--- src/hdl/zcdw_pkg.sv ---
`default_nettype none
package zcdw_pkg;

    // fixed header layout of one central directory entry
    localparam int unsigned HDR_LEN     = 46;
    localparam int unsigned OFF_CRC     = 16;
    localparam int unsigned OFF_CSIZE   = 20;
    localparam int unsigned OFF_SIZE    = 24;
    localparam int unsigned OFF_NAME    = 28;
    localparam int unsigned OFF_EXTRA   = 30;
    localparam int unsigned OFF_COMMENT = 32;

    localparam int unsigned POS_W   = 6;
    localparam int unsigned SKIP_W  = 18;
    localparam int unsigned LEN_W   = 16;
    localparam int unsigned WORD_W  = 32;
    localparam int unsigned COUNT_W = 16;
    localparam int unsigned ADDR_W  = 2;

    // register map
    localparam logic [ADDR_W-1:0] REG_ENTRY_TOTAL = 2'd0;

    // one finished entry
    typedef struct packed {
        logic [COUNT_W-1:0] entry_index;
        logic [WORD_W-1:0]  uncompressed_size;
        logic [WORD_W-1:0]  compressed_size;
        logic [WORD_W-1:0]  entry_crc;
        logic [WORD_W-1:0]  size_sum;
        logic               last_entry;
    } t_result;

endpackage
`default_nettype wire

--- src/hdl/zip_central_directory_walker.sv ---
// Each finished entry's result is registered into the output register behind o_out_valid, or into the skid buffer.
// Throughput: one directory byte per cycle, sustained, while the output side keeps up.
// A one-entry skid buffer behind the output register takes one more result while a
// result waits; o_in_ready drops only when both hold a result.
// Reset (synchronous, i_rst_n low) clears all counters, captured fields, entry_total
// and both output stages; the walk then starts as on a first byte.
`default_nettype none
module zip_central_directory_walker (
    input  wire                          i_clk,
    input  wire                          i_rst_n,
    // byte input channel
    input  wire                          i_in_valid,
    output logic                         o_in_ready,
    input  wire  [7:0]                   i_data_byte,
    input  wire                          i_first,
    // result channel
    output logic                         o_out_valid,
    input  wire                          i_out_ready,
    output logic [zcdw_pkg::COUNT_W-1:0] o_entry_index,
    output logic [zcdw_pkg::WORD_W-1:0]  o_uncompressed_size,
    output logic [zcdw_pkg::WORD_W-1:0]  o_compressed_size,
    output logic [zcdw_pkg::WORD_W-1:0]  o_entry_crc,
    output logic [zcdw_pkg::WORD_W-1:0]  o_size_sum,
    output logic                         o_last_entry,
    // APB configuration port
    input  wire                          i_psel,
    input  wire                          i_penable,
    input  wire                          i_pwrite,
    input  wire  [zcdw_pkg::ADDR_W-1:0]  i_paddr,
    input  wire  [31:0]                  i_pwdata,
    output logic [31:0]                  o_prdata,
    output logic                         o_pready
);
    import zcdw_pkg::*;

    // configuration
    logic [COUNT_W-1:0] r_total;

    // walk state
    logic [POS_W-1:0]   r_pos,   n_pos;
    logic [SKIP_W-1:0]  r_skip,  n_skip;
    logic [LEN_W-1:0]   r_name,  n_name;
    logic [LEN_W-1:0]   r_extra, n_extra;
    logic [LEN_W-1:0]   r_cmt,   n_cmt;
    logic [WORD_W-1:0]  r_size,  n_size;
    logic [WORD_W-1:0]  r_csize, n_csize;
    logic [WORD_W-1:0]  r_crc,   n_crc;
    logic [COUNT_W-1:0] r_done,  n_done;
    logic [WORD_W-1:0]  r_sum,   n_sum;

    // output register and skid stage
    logic    r_ov, r_sv;
    t_result r_out, r_skid;
    t_result n_res;
    logic    n_res_v;

    logic in_acc, out_pop, cfg_wr;

    logic [POS_W-1:0]   pos_b, pos_inc;
    logic [SKIP_W-1:0]  skip_b, skip_new;
    logic [COUNT_W-1:0] done_b;
    logic [WORD_W-1:0]  sum_b;
    logic [7:0]         b;

    assign in_acc  = i_in_valid && o_in_ready;
    assign out_pop = r_ov && i_out_ready;
    assign cfg_wr  = i_psel && i_penable && i_pwrite && o_pready;

    assign o_in_ready = !r_sv;
    assign o_pready   = 1'b1;
    assign o_prdata   = (i_paddr == REG_ENTRY_TOTAL) ? {16'd0, r_total} : 32'd0;

    assign o_out_valid         = r_ov;
    assign o_entry_index       = r_out.entry_index;
    assign o_uncompressed_size = r_out.uncompressed_size;
    assign o_compressed_size   = r_out.compressed_size;
    assign o_entry_crc         = r_out.entry_crc;
    assign o_size_sum          = r_out.size_sum;
    assign o_last_entry        = r_out.last_entry;

    // per-byte walk: capture header fields, count trailers, finish entries
    always_comb begin
        n_pos   = r_pos;
        n_skip  = r_skip;
        n_name  = r_name;
        n_extra = r_extra;
        n_cmt   = r_cmt;
        n_size  = r_size;
        n_csize = r_csize;
        n_crc   = r_crc;
        n_done  = r_done;
        n_sum   = r_sum;
        n_res_v = 1'b0;
        n_res   = '0;
        b        = i_data_byte;
        pos_b    = i_first ? '0 : r_pos;
        skip_b   = i_first ? '0 : r_skip;
        done_b   = i_first ? '0 : r_done;
        sum_b    = i_first ? '0 : r_sum;
        pos_inc  = pos_b + POS_W'(1);
        skip_new = '0;

        if (in_acc) begin
            // restart clears the walk even when the byte is then ignored
            n_pos  = pos_b;
            n_skip = skip_b;
            n_done = done_b;
            n_sum  = sum_b;

            if (done_b < r_total) begin
                if (pos_b < POS_W'(HDR_LEN)) begin
                    // little-endian field capture by header offset
                    if (pos_b >= POS_W'(OFF_CRC) && pos_b < POS_W'(OFF_CRC + 4)) begin
                        n_crc[pos_b[1:0]*8 +: 8] = b;
                    end else if (pos_b >= POS_W'(OFF_CSIZE) &&
                                 pos_b < POS_W'(OFF_CSIZE + 4)) begin
                        n_csize[pos_b[1:0]*8 +: 8] = b;
                    end else if (pos_b >= POS_W'(OFF_SIZE) &&
                                 pos_b < POS_W'(OFF_SIZE + 4)) begin
                        n_size[pos_b[1:0]*8 +: 8] = b;
                    end else if (pos_b >= POS_W'(OFF_NAME) &&
                                 pos_b < POS_W'(OFF_NAME + 2)) begin
                        n_name[pos_b[0]*8 +: 8] = b;
                    end else if (pos_b >= POS_W'(OFF_EXTRA) &&
                                 pos_b < POS_W'(OFF_EXTRA + 2)) begin
                        n_extra[pos_b[0]*8 +: 8] = b;
                    end else if (pos_b >= POS_W'(OFF_COMMENT) &&
                                 pos_b < POS_W'(OFF_COMMENT + 2)) begin
                        n_cmt[pos_b[0]*8 +: 8] = b;
                    end
                    n_pos = pos_inc;
                    if (pos_inc == POS_W'(HDR_LEN)) begin
                        skip_new = SKIP_W'(r_name) + SKIP_W'(r_extra) + SKIP_W'(r_cmt);
                        n_skip   = skip_new;
                        n_res_v  = (skip_new == '0);
                    end
                end else begin
                    // trailing name, extra and comment bytes
                    skip_new = (skip_b != '0) ? skip_b - SKIP_W'(1) : skip_b;
                    n_skip   = skip_new;
                    n_res_v  = (skip_new == '0);
                end

                // entry complete
                if (n_res_v) begin
                    n_sum = sum_b + n_size;
                    n_res.entry_index       = done_b;
                    n_res.uncompressed_size = n_size;
                    n_res.compressed_size   = n_csize;
                    n_res.entry_crc         = n_crc;
                    n_res.size_sum          = sum_b + n_size;
                    n_res.last_entry        = ({1'b0, done_b} + 17'd1) == {1'b0, r_total};
                    n_done = done_b + COUNT_W'(1);
                    n_pos  = '0;
                    n_skip = '0;
                end
            end
        end
    end

    // walk state and configuration registers
    always_ff @(posedge i_clk) begin
        if (!i_rst_n) begin
            r_total <= '0;
            r_pos   <= '0;
            r_skip  <= '0;
            r_name  <= '0;
            r_extra <= '0;
            r_cmt   <= '0;
            r_size  <= '0;
            r_csize <= '0;
            r_crc   <= '0;
            r_done  <= '0;
            r_sum   <= '0;
        end else begin
            if (cfg_wr && i_paddr == REG_ENTRY_TOTAL) begin
                r_total <= i_pwdata[COUNT_W-1:0];
            end
            r_pos   <= n_pos;
            r_skip  <= n_skip;
            r_name  <= n_name;
            r_extra <= n_extra;
            r_cmt   <= n_cmt;
            r_size  <= n_size;
            r_csize <= n_csize;
            r_crc   <= n_crc;
            r_done  <= n_done;
            r_sum   <= n_sum;
        end
    end

    // output register with one-beat skid
    always_ff @(posedge i_clk) begin
        if (!i_rst_n) begin
            r_ov <= 1'b0;
            r_sv <= 1'b0;
        end else if (r_sv) begin
            if (out_pop) begin
                r_sv <= 1'b0;
            end
        end else if (out_pop || !r_ov) begin
            r_ov <= n_res_v;
        end else if (n_res_v) begin
            r_sv <= 1'b1;
        end
    end

    always_ff @(posedge i_clk) begin
        if (r_sv) begin
            if (out_pop) begin
                r_out <= r_skid;
            end
        end else if (out_pop || !r_ov) begin
            if (n_res_v) begin
                r_out <= n_res;
            end
        end else if (n_res_v) begin
            r_skid <= n_res;
        end
    end

    // checks
    a_skid_behind_out : assert property (@(posedge i_clk) disable iff (!i_rst_n)
        r_sv |-> r_ov)
        else $error("skid holds a beat while the output register is empty");

    a_pos_range : assert property (@(posedge i_clk) disable iff (!i_rst_n)
        r_pos <= POS_W'(HDR_LEN))
        else $error("header position past the fixed header");

    a_skip_in_trailer : assert property (@(posedge i_clk) disable iff (!i_rst_n)
        (r_skip != '0) |-> (r_pos == POS_W'(HDR_LEN)))
        else $error("trailer count pending outside the trailer phase");

    a_stall_holds : assert property (@(posedge i_clk) disable iff (!i_rst_n)
        (r_sv && !i_out_ready) |=> (r_sv && !o_in_ready))
        else $error("skid beat lost under back-pressure");

endmodule
`default_nettype wire
--- config.mk ---
export PLATFORM = sky130hd
export DESIGN_NAME = zip_central_directory_walker
export DESIGN_NICKNAME = d
export VERILOG_FILES = /design/src/hdl/zcdw_pkg.sv /design/src/hdl/zip_central_directory_walker.sv
export SDC_FILE = /design/constraint.sdc
export NUM_CORES = 1
export LEC_CHECK = 0
export BUFFER_PORTS_ARGS = -buffer_cell sky130_fd_sc_hd__buf_4
export CAP_MARGIN = 25
export CORE_AREA = 2 2 284 216
export CTS_CLUSTER_SIZE = 24
export DETAILED_ROUTE_END_ITERATION = 7
export DIE_AREA = 0 0 286 218
export PLACE_DENSITY = 0.74
export SYNTH_ARGS = -nofsm -noshare
export SYNTH_HDL_FRONTEND = slang
export SYNTH_SLANG_ARGS = --single-unit
--- constraint.sdc ---
create_clock -name i_clk -period 14.05 [get_ports i_clk]
set_input_delay 1.405 -clock i_clk [delete_from_list [all_inputs] [get_ports i_clk]]
set_output_delay 1.405 -clock i_clk [all_outputs]
set_load 0.005 [all_outputs]
# After elaboration in Yosys (flattened, before gate mapping)
# Cells that the tools add are included.
# classes
shift	4
n_bitwise	7
n_mux	51
n_reduce_logical	27
eq_ne	3
magnitude_cmp	14
add_sub_neg	9
# op_table
cell	count
$mux W145	7
$mux W32	14
$mux W18	6
$bwmux W32	3
$mux W16	4
$bwmux W16	3
$logic_not A18 Y1	2
$neg A4 Y34	1
$neg A5 Y34	1
$shift A8 B34 Y16 const A	1
$shift A8 B34 Y32 const A	1
$shiftx A8 B34 Y16	1
$shiftx A8 B34 Y32	1
$add A32 B32 Y32	1
$ge A6 B5 Y1 const B	5
$lt A6 B5 Y1 const B	4
$mux W6	4
$add A17 B16 Y18	1
$lt A6 B6 Y1 const B	3
$reduce_bool A18 Y1	1
$sub A18 B1 Y18 const B	1
$add A16 B1 Y17 const B	1
$add A16 B16 Y17	1
$eq A17 B16 Y1	1
18 further kinds	47
# word_totals
reg_bits	524
inputBits	50
wordCells	140
output_inout_bits	180

# Logic depth before layout (Yosys ltp)
# Gate-level depths: netlist of the first run.
# depth
word_depth	17
mapped_depth	21
depth_no_buf	19

# Worst setup path before layout of the first run
# No wires, ideal clock.
# synth_timing
path_kind	input to register
from	in i_first
to	reg r_out, in the netlist o_compressed_size[0] (enable)
path_buffers	10
t_arrival_ps	12238
setup_slack_ps	1115
required_time_ps	13353
stages	20
setup_time_ps	697
path_cell_list	buf_1 clkbuf_1 clkbuf_1 buf_2 buf_1 clkbuf_1 clkbuf_1 nor2b_1 ha_1 nor2b_1 o21ai_0 a21oi_1 o41ai_1 a31oi_1 nor3_1 clkbuf_1 nand2_1 clkbuf_1 clkbuf_1 a21oi_1
# synth_via
elab_chain_cells	11
word_cells_on_any_way	19
cone_classes	add/sub (2); order compare (2); eq/ne (1); mux (10); reduce/logical (4)
# synth_lines
item	line	source
start, declared	zip_central_directory_walker.sv:15	input wire i_first,
$mux W18 / $mux W6 (equally long branches)	zip_central_directory_walker.sv:97, zip_central_directory_walker.sv:96	
$sub A18 B1 Y18, or another cell as far along	zip_central_directory_walker.sv:139	skip_new = (skip_b != '0) ? skip_b - SKIP_W'(1) : skip_b;
$mux W18 / $eq A6 B6 Y1 (equally long branches)	zip_central_directory_walker.sv:139, zip_central_directory_walker.sv:132	
$logic_not A18 Y1 / $mux W1 (equally long branches)	zip_central_directory_walker.sv:141, zip_central_directory_walker.sv:132	
$mux W1	zip_central_directory_walker.sv:111	if (pos_b < POS_W'(HDR_LEN)) begin
$mux W1	zip_central_directory_walker.sv:110	if (done_b < r_total) begin
$mux W1	zip_central_directory_walker.sv:103	if (in_acc) begin
$mux W1 (*)	zip_central_directory_walker.sv:110	
$mux W1 (*)	zip_central_directory_walker.sv:103	
$reduce_bool A2 Y1 (no line) (*)	n/a	
$reduce_and A3 Y1 (no line) (*)	n/a	
end signal, assigned	zip_central_directory_walker.sv:211	r_out <= r_skid;
end signal, assigned	zip_central_directory_walker.sv:215	r_out <= n_res;
end, declared	zip_central_directory_walker.sv:53	t_result r_out, r_skid;
# Mark *: on every way between the ends. The rest lies on a longest branch, timed or not. The select of a mux whose other input is x is not followed.
# A chain may end at the register's enable or synchronous reset.

# Worst setup path in the final report of the first run
# layout_timing
from	in i_first
to	reg r_skid[48] in the netlist's numbering (enable)
# layout_via
elab_chain_cells	10
word_cells_on_any_way	18
cone_classes	add/sub (2); order compare (2); eq/ne (1); mux (10); reduce/logical (3)
# layout_lines
item	line	source
$mux W18 / $mux W6 (equally long branches)	zip_central_directory_walker.sv:97, zip_central_directory_walker.sv:96	
$sub A18 B1 Y18, or another cell as far along	zip_central_directory_walker.sv:139	
$mux W18 / $eq A6 B6 Y1 (equally long branches)	zip_central_directory_walker.sv:139, zip_central_directory_walker.sv:132	
$logic_not A18 Y1 / $mux W1 (equally long branches)	zip_central_directory_walker.sv:141, zip_central_directory_walker.sv:132	
$mux W1	zip_central_directory_walker.sv:111	
$mux W1	zip_central_directory_walker.sv:110	
$mux W1	zip_central_directory_walker.sv:103	
$mux W1 (*)	zip_central_directory_walker.sv:110	
$mux W1 (*)	zip_central_directory_walker.sv:103	
$reduce_and A3 Y1 (no line) (*)	n/a	
end signal, assigned	zip_central_directory_walker.sv:218	r_skid <= n_res;
end, declared	zip_central_directory_walker.sv:53	
# Marks and branches as above.

==> flow_metrics.tcl, run 1 <==
set metrics [dict create \
    min-delay-path-class "register to register" \
    yosysTopAreaCell "edfxtp_1" \
    syn-cell-area_sq_um 26510 \
    p_per_area_nw_per_um2 107.8 \
    grt_overflow 0 \
    rows 78 \
    leakage_nw 11.79 \
    synth.avg_cell_area_sq_um 9.586 \
    rsz0062_at_grt "false" \
    grt_pass1_wl_um 108300 \
    setup_viol 0 \
    synth-simple-area-share_pct 17.22 \
    cp.arrival_ns 7.03 \
    path_clk_slew_ns 0.06 \
    synth_warnings 0 \
    numCtsBuffers 54 \
    detail-route-antenna-nets 0 \
    cts_setup_buffers 0 \
    hold_slack_ns 0.4552 \
    synth_seq_cells 524 \
    outcome "finished, final reports clean" \
    irDropWorstVdd_v 0.00008685 \
    yosysUniqueCellTypes 92 \
    switching_share_pct 22.96 \
    crit_fanout 68 \
    cts_resized 0 \
    finClkSkew_ns 0.03299 \
    yosys.area_share.adder_pct 4.428 \
    start_util_pct 44.38 \
    synth_edf_count 290 \
    cts_tree "built" \
    period_needed_ns 6.800 \
    area_growth_pct 14.36 \
    r2r-end "r_skid[48]" \
    placed_cell_area_sq_um 28440 \
    path_common_cell "buf_4" \
    final_nets 2986 \
    yosysSeqAreaShare_pct 50.53 \
    path_cells "buf_4 > inv_1 > nand2_1 > clkinv_1 > ha_1 > xor2_1 > nand4_1 > a211oi_1 > nand4_1 > nor4_1 > nand4_1 > o32ai_2 > buf_4 > and3_4 > buf_4 > buf_4" \
    routed_wl_um 69160 \
    drc_errors 0 \
    reg2reg_depth 13 \
    synth_compound_area_share_pct 18.35 \
    first_iter_violations 2512 \
    power_frac_clock_pct 46.2 \
    grt_pass1_vias 18920 \
    portBuffers 196 \
    grt_max_degree 146 \
    die_width_um 286 \
    synth_top_family_by_area "compound AO/OA/AOI/OAI gates" \
    cp-end-kind "register" \
    fin_crit_sh_pct 48.40 \
    slew_viol_final 0 \
    n_antenna_cell 0 \
    p_int_mw 2.517 \
    power_frac_seq_pct 49.4 \
    die_h_um 218 \
    r2r_slack_ns 7.87 \
    via_count 21140 \
    synth_xor_area_share_pct 2.478 \
    hold_depth 1 \
    worstMarginPinSlew_ns 1.044 \
    relSlewSlack_pct 30.40 \
    crit_type "input pin to register" \
    r2r-start "r_name[9]" \
    track_usage_pct 21.56 \
    synth.most_common_cell "nor2_1" \
    drive_gt1_share_pct 11.93 \
    htree_levels 2 \
    drt-pass1-iter-count 7 \
    p_sw_mw 0.7499 \
    cp-start-kind "input pin" \
    clock_latency_ns 0.63 \
    top_level_ports 230 \
    cts_buffer_depth 3 \
    synth_area_leaders "edfxtp_1 33%, dfxtp_1 18%, nor2_1 5.6%" \
    die_area_sq_um 62350 \
    min_from "r_sum[31]" \
    gp_congestion 0.9172 \
    fill_cells 5482 \
    antenna_found_initial 0 \
    p_comb_share_pct 4.4 \
    synthMuxAreaShare_pct 2.540 \
    crit_required_ns 14.28 \
    setup_tns_ns 0 \
    cap_violations 0 \
    synth_common_cells "396 x nor2_1, 290 x edfxtp_1, 235 x nand2_1, 234 x dfxtp_1, 232 x a21oi_1" \
    cpPeakStageDelay_ns 0.80 \
    routedWlPerCell_um 18.69 \
    postLayoutCellArea_sq_um 30310 \
    synth_ff_type "edfxtp_1" \
    synth_cells 2765 \
    crit_slowest_cell "buf_4" \
    cts_root_buf "clkbuf_16" \
    hold_viol_final 0 \
    vias_per_cell 5.713 \
    core_sq_um 59730 \
    post-route-util_pct 50.75 \
    cts_sinks 524 \
    holdPathEnd "r_sum[31]" \
    max_freq_ghz 0.1471 \
    synth_top_area_share_pct 32.85 \
    async_reset_ff_share_pct 0 \
    ctsHoldBuffers 0 \
    dp.final_hpwl_um 47010 \
]
critical path: cells and delay by family:
| kind | cells | cell delay [ns] |
|---|---|---|
| XOR/XNOR | 1 | 0.25 |
| buffers and inverters | 6 | 2.84 |
| AO/OA/AOI/OAI | 2 | 0.52 |
| adder cells (fa/ha/maj) | 1 | 0.49 |
| AND/OR/NAND/NOR | 6 | 1.33 |
how the worst max path moves through the flow:
stage          cells after the start  slack (ns)                    to  startpoint
3_3_place_gp                      16        6.81            r_skid[40]     i_first
3_5_place_dp                      16        6.79            r_skid[48]     i_first
5_1_grt                           16        6.87            r_skid[47]     i_first
6_report                          16        7.25            r_skid[48]     i_first
2_1_floorplan                     20        1.12  o_compressed_size[0]     i_first
4_1_cts                           16        7.40            r_skid[44]     i_first
kinds of logic (layout without fill, tap and decap cells):
logic type               count (synthesis)  after routing
AND/OR/NAND/NOR                        995            995
flip-flops                             524            524
XOR/XNOR                                75             75
multiplexers                            67             67
other                                    2             17
buffers and inverters                  284            404
adder cells (fa/ha/maj)                 84             84
AO/OA/AOI/OAI                          734            734
placed cells by master, fill, tap and decap left out, drive strengths merged, types with 47 or more instances in the layout:
cell type and instances:
inv 90, edfxtp 290, nor2b 57, mux2i 65, dfxtp 234, xnor2 56
buf 218, nand2 236, o21ai 102, nor3 50, a21o 143, a211oi 47
clkbuf 66, ha 65, nand3 93, and3 56, a21oi 234, nor2 396
layout make-up:
| type | instances | area (sq um) | area share (%) |
|---|---|---|---|
| Sequential cell | 524 | 13400 | 44.19 |
| Multi-Input combinational cell | 1972 | 12050 | 39.75 |
| Timing Repair Buffer | 218 | 1669 | 5.506 |
| Clock buffer | 66 | 1438 | 4.743 |
| Tap cell | 800 | 1001 | 3.302 |
| Clock inverter | 36 | 437.9 | 1.445 |
| Inverter | 84 | 320.3 | 1.057 |
sequential cells by signal, summed over array words and instances (netlist names), 6 cells and up:
register / flops
r_skid: 145
o_compressed_size: 32
o_entry_crc: 32
o_size_sum: 32
o_uncompressed_size: 32
r_crc: 32
r_csize: 32
r_size: 32
r_sum: 32
r_skip: 18
o_entry_index: 16
r_cmt: 16
r_done: 16
r_extra: 16
r_name: 16
r_total: 16
r_pos: 6
routing by layer:
layer | global-route usage [%] | vias up | routed length [um]
li1 | - | 10080 | -
met1 | 32.97 | 10080 | 32200
met2 | 31.38 | 878 | 29830
met3 | 3.075 | 94 | 5468
met4 | 6.405 | 0 | 1669
met5 | 0 | - | 0
power groups by stage:
| stage | sequential [mW] | clock (mW) | combinational (mW) |
|---|---|---|---|
| 6_report | 1.61 | 1.51 | 0.145 |
| 5_1_grt | 1.61 | 1.60 | 0.155 |
| 4_1_cts | 1.61 | 1.53 | 0.142 |
| 3_5_place_dp | 1.65 | 0 | 0.141 |
| 3_3_place_gp | 1.65 | 0 | 0.141 |
| 2_1_floorplan | 1.64 | 0 | 0.0983 |
through the flow:
stage,setup slack [ns],power (mW),instances
after floorplan,1.115,1.743,2780
after global placement,6.811,1.786,3597
after detailed placement,6.788,1.787,3598
after CTS,7.399,3.288,3700
after global routing,6.867,3.369,3700
final,7.250,3.267,3700
Note: power is estimated with default switching activity, not from simulation.
==> run 2, diff against run 1 <==
--- a/config.mk
+++ b/config.mk
@@ -11,7 +11,7 @@
 export CTS_CLUSTER_SIZE = 24
 export DETAILED_ROUTE_END_ITERATION = 7
 export DIE_AREA = 0 0 286 218
-export PLACE_DENSITY = 0.74
+export PLACE_DENSITY = 0.77
 export SYNTH_ARGS = -nofsm -noshare
 export SYNTH_HDL_FRONTEND = slang
 export SYNTH_SLANG_ARGS = --single-unit
==> constraint.sdc (replaced) <==
create_clock -name i_clk -period 6 [get_ports i_clk]
set_input_delay 0.6 -clock i_clk [delete_from_list [all_inputs] [get_ports i_clk]]
set_output_delay 0.6 -clock i_clk [all_outputs]
set_load 0.005 [all_outputs]
==> run 2 against run 1 <==
  * The run now ends with design-rule violations left
  * Power rose by 120%
  * Die area did not move
  * Utilization barely moved
  * Sequential share of layout area barely moved
  * Clock power rose by 110%
  * Flip-flop and latch count did not move
  * Count of clock-buffer cells in the layout rose by 7
  * Register-to-register slack got worse by 7.3 ns
  * Critical path type is now register to register
  * Largest cell class unchanged
==> flow_metrics.tcl, run 2 (same netlist as run 1, synthesis figures left out) <==
set metrics [dict create \
    outcome "finished with violations" \
    violations "design-rule violations" \
    htree_levels 2 \
    dp_cells 3621 \
    antenna_found_initial 0 \
    crit_start "r_name[9]" \
    irDropWorstVdd_v 0.0002046 \
    clock_latency_ns 0.62 \
    ctsHoldBuffers 0 \
    drt-pass1-iter-count 8 \
    largest_reg_flops 145 \
    detail-route-antenna-nets 0 \
    post-route-util_pct 50.77 \
    core_sq_um 59730 \
    final_nets 3007 \
    grt_pass1_wl_um 108800 \
    area_growth_pct 14.41 \
    leakage_nw 11.79 \
    hold_viol_final 0 \
    die_area_sq_um 62350 \
    finClkSkew_ns 0.03376 \
    setup_tns_ns 0 \
    layout_commonest_cell "nor2_1" \
    slew_viol_final 0 \
    die_h_um 218 \
    cts_setup_buffers 0 \
    drive_gt1_share_pct 12.51 \
    vias_per_cell 5.728 \
    setup_viol 0 \
    crit_required_ns 6.26 \
    dp.final_hpwl_um 47920 \
    first_iter_violations 2344 \
    numCtsBuffers 52 \
    crit_fanout 79 \
    track_usage_pct 21.66 \
    cts_buffer_depth 3 \
    p_per_area_nw_per_um2 240.8 \
    top_register "r_skid" \
    cp.arrival_ns 5.65 \
    final_cells 3718 \
    cts_resized 0 \
    rsz0062_at_grt "false" \
    cts_tree "built" \
    cts_sinks 524 \
    layout_common_cells "396 x nor2_1, 290 x edfxtp_1, 236 x buf_4" \
    gp_congestion 0.9127 \
    min_from "i_out_ready" \
    rows 78 \
    routed_wl_um 68780 \
    grt_max_degree 125 \
    grt_overflow 0 \
    period_needed_ns 5.397 \
    fin_crit_sh_pct 89.94 \
    routedWlPerCell_um 18.50 \
    relSlewSlack_pct 27.99 \
    path_clk_slew_ns 0.07 \
    cap_violations 0 \
    worstMarginPinSlew_ns 1.080 \
    die_width_um 286 \
    portBuffers 196 \
    grt_pass1_vias 19710 \
    cp-end-kind "register" \
    drc_errors 2 \
    n_antenna_cell 0 \
    r2r-start "r_name[9]" \
    top_level_ports 230 \
    start_util_pct 44.38 \
    max_freq_ghz 0.1853 \
    min-delay-path-class "input pin to register" \
    crit_type "register to register" \
    cts_root_buf "clkbuf_16" \
    cp-start-kind "register" \
    via_count 21300 \
]
run 2: cell count changes in the layout (fill, tap and decap cells not counted), sizes merged:
cell / change
buf: +23
bufinv: -7
clkbuf: +7
clkinv: -4
clkinvlp: +3
inv: -4
run 2: final timing paths:
check,cells past startpoint,to,slack [ns]
setup / recovery,12,o_entry_crc[21],0.60
hold / removal,2,r_sv,0.18
setup reg to reg,12,o_entry_crc[21],0.60
hold reg to reg,2,r_total[5],0.45
run 2: stage by stage:
stage	instance area (sq um)	total power, mW	hold WS [ns]	worst slack [ns]
floorplan	26690	4.087	0.4247	-0.2820
global placement	28650	4.185	0.4375	0.7115
detailed placement	28650	4.191	0.4408	0.6144
CTS	30330	7.357	0.1646	0.6253
global route	30330	7.538	0.1805	0.3032
finish	30330	7.304	0.1776	0.6035
run 2: cell type report:
class / count / area [sq um]
well taps: 800 / 1001
inverters: 84 / 320.3
multi-input cells: 1972 / 12060
repair buffers: 241 / 1872
clock inverters: 24 / 191.4
fillers: 5433 / 29400
clock buffers: 73 / 1483
flip-flops and latches: 524 / 13400
run 2: critical path, cell delays in order (launching register included):
cell	delay [ns]
dfxtp_1	0.33
fa_1	0.51
ha_1	0.45
a211oi_1	0.32
o21bai_1	0.23
a2111oi_0	0.59
nor4_1	0.12
a2111oi_0	0.37
nand4_1	0.21
o32ai_2	0.52
nand2_8	0.42
a21oi_4	0.52
buf_12	0.37
run 2: where the power goes:
group	internal [mW]	switching, mW
combinational	0.0962	0.248
clock	1.75	1.44
sequential	3.76	0.0109
total	5.61	1.70
run 2: per-layer routing:
layer / up-vias / global-route usage [%] / part of all wire [%]
met5: - / 0 / 0
met4: 0 / 6.614 / 2.7
met3: 129 / 3.107 / 8.0
met2: 858 / 32.91 / 44
met1: 10190 / 31.89 / 45
li1: 10120 / - / -
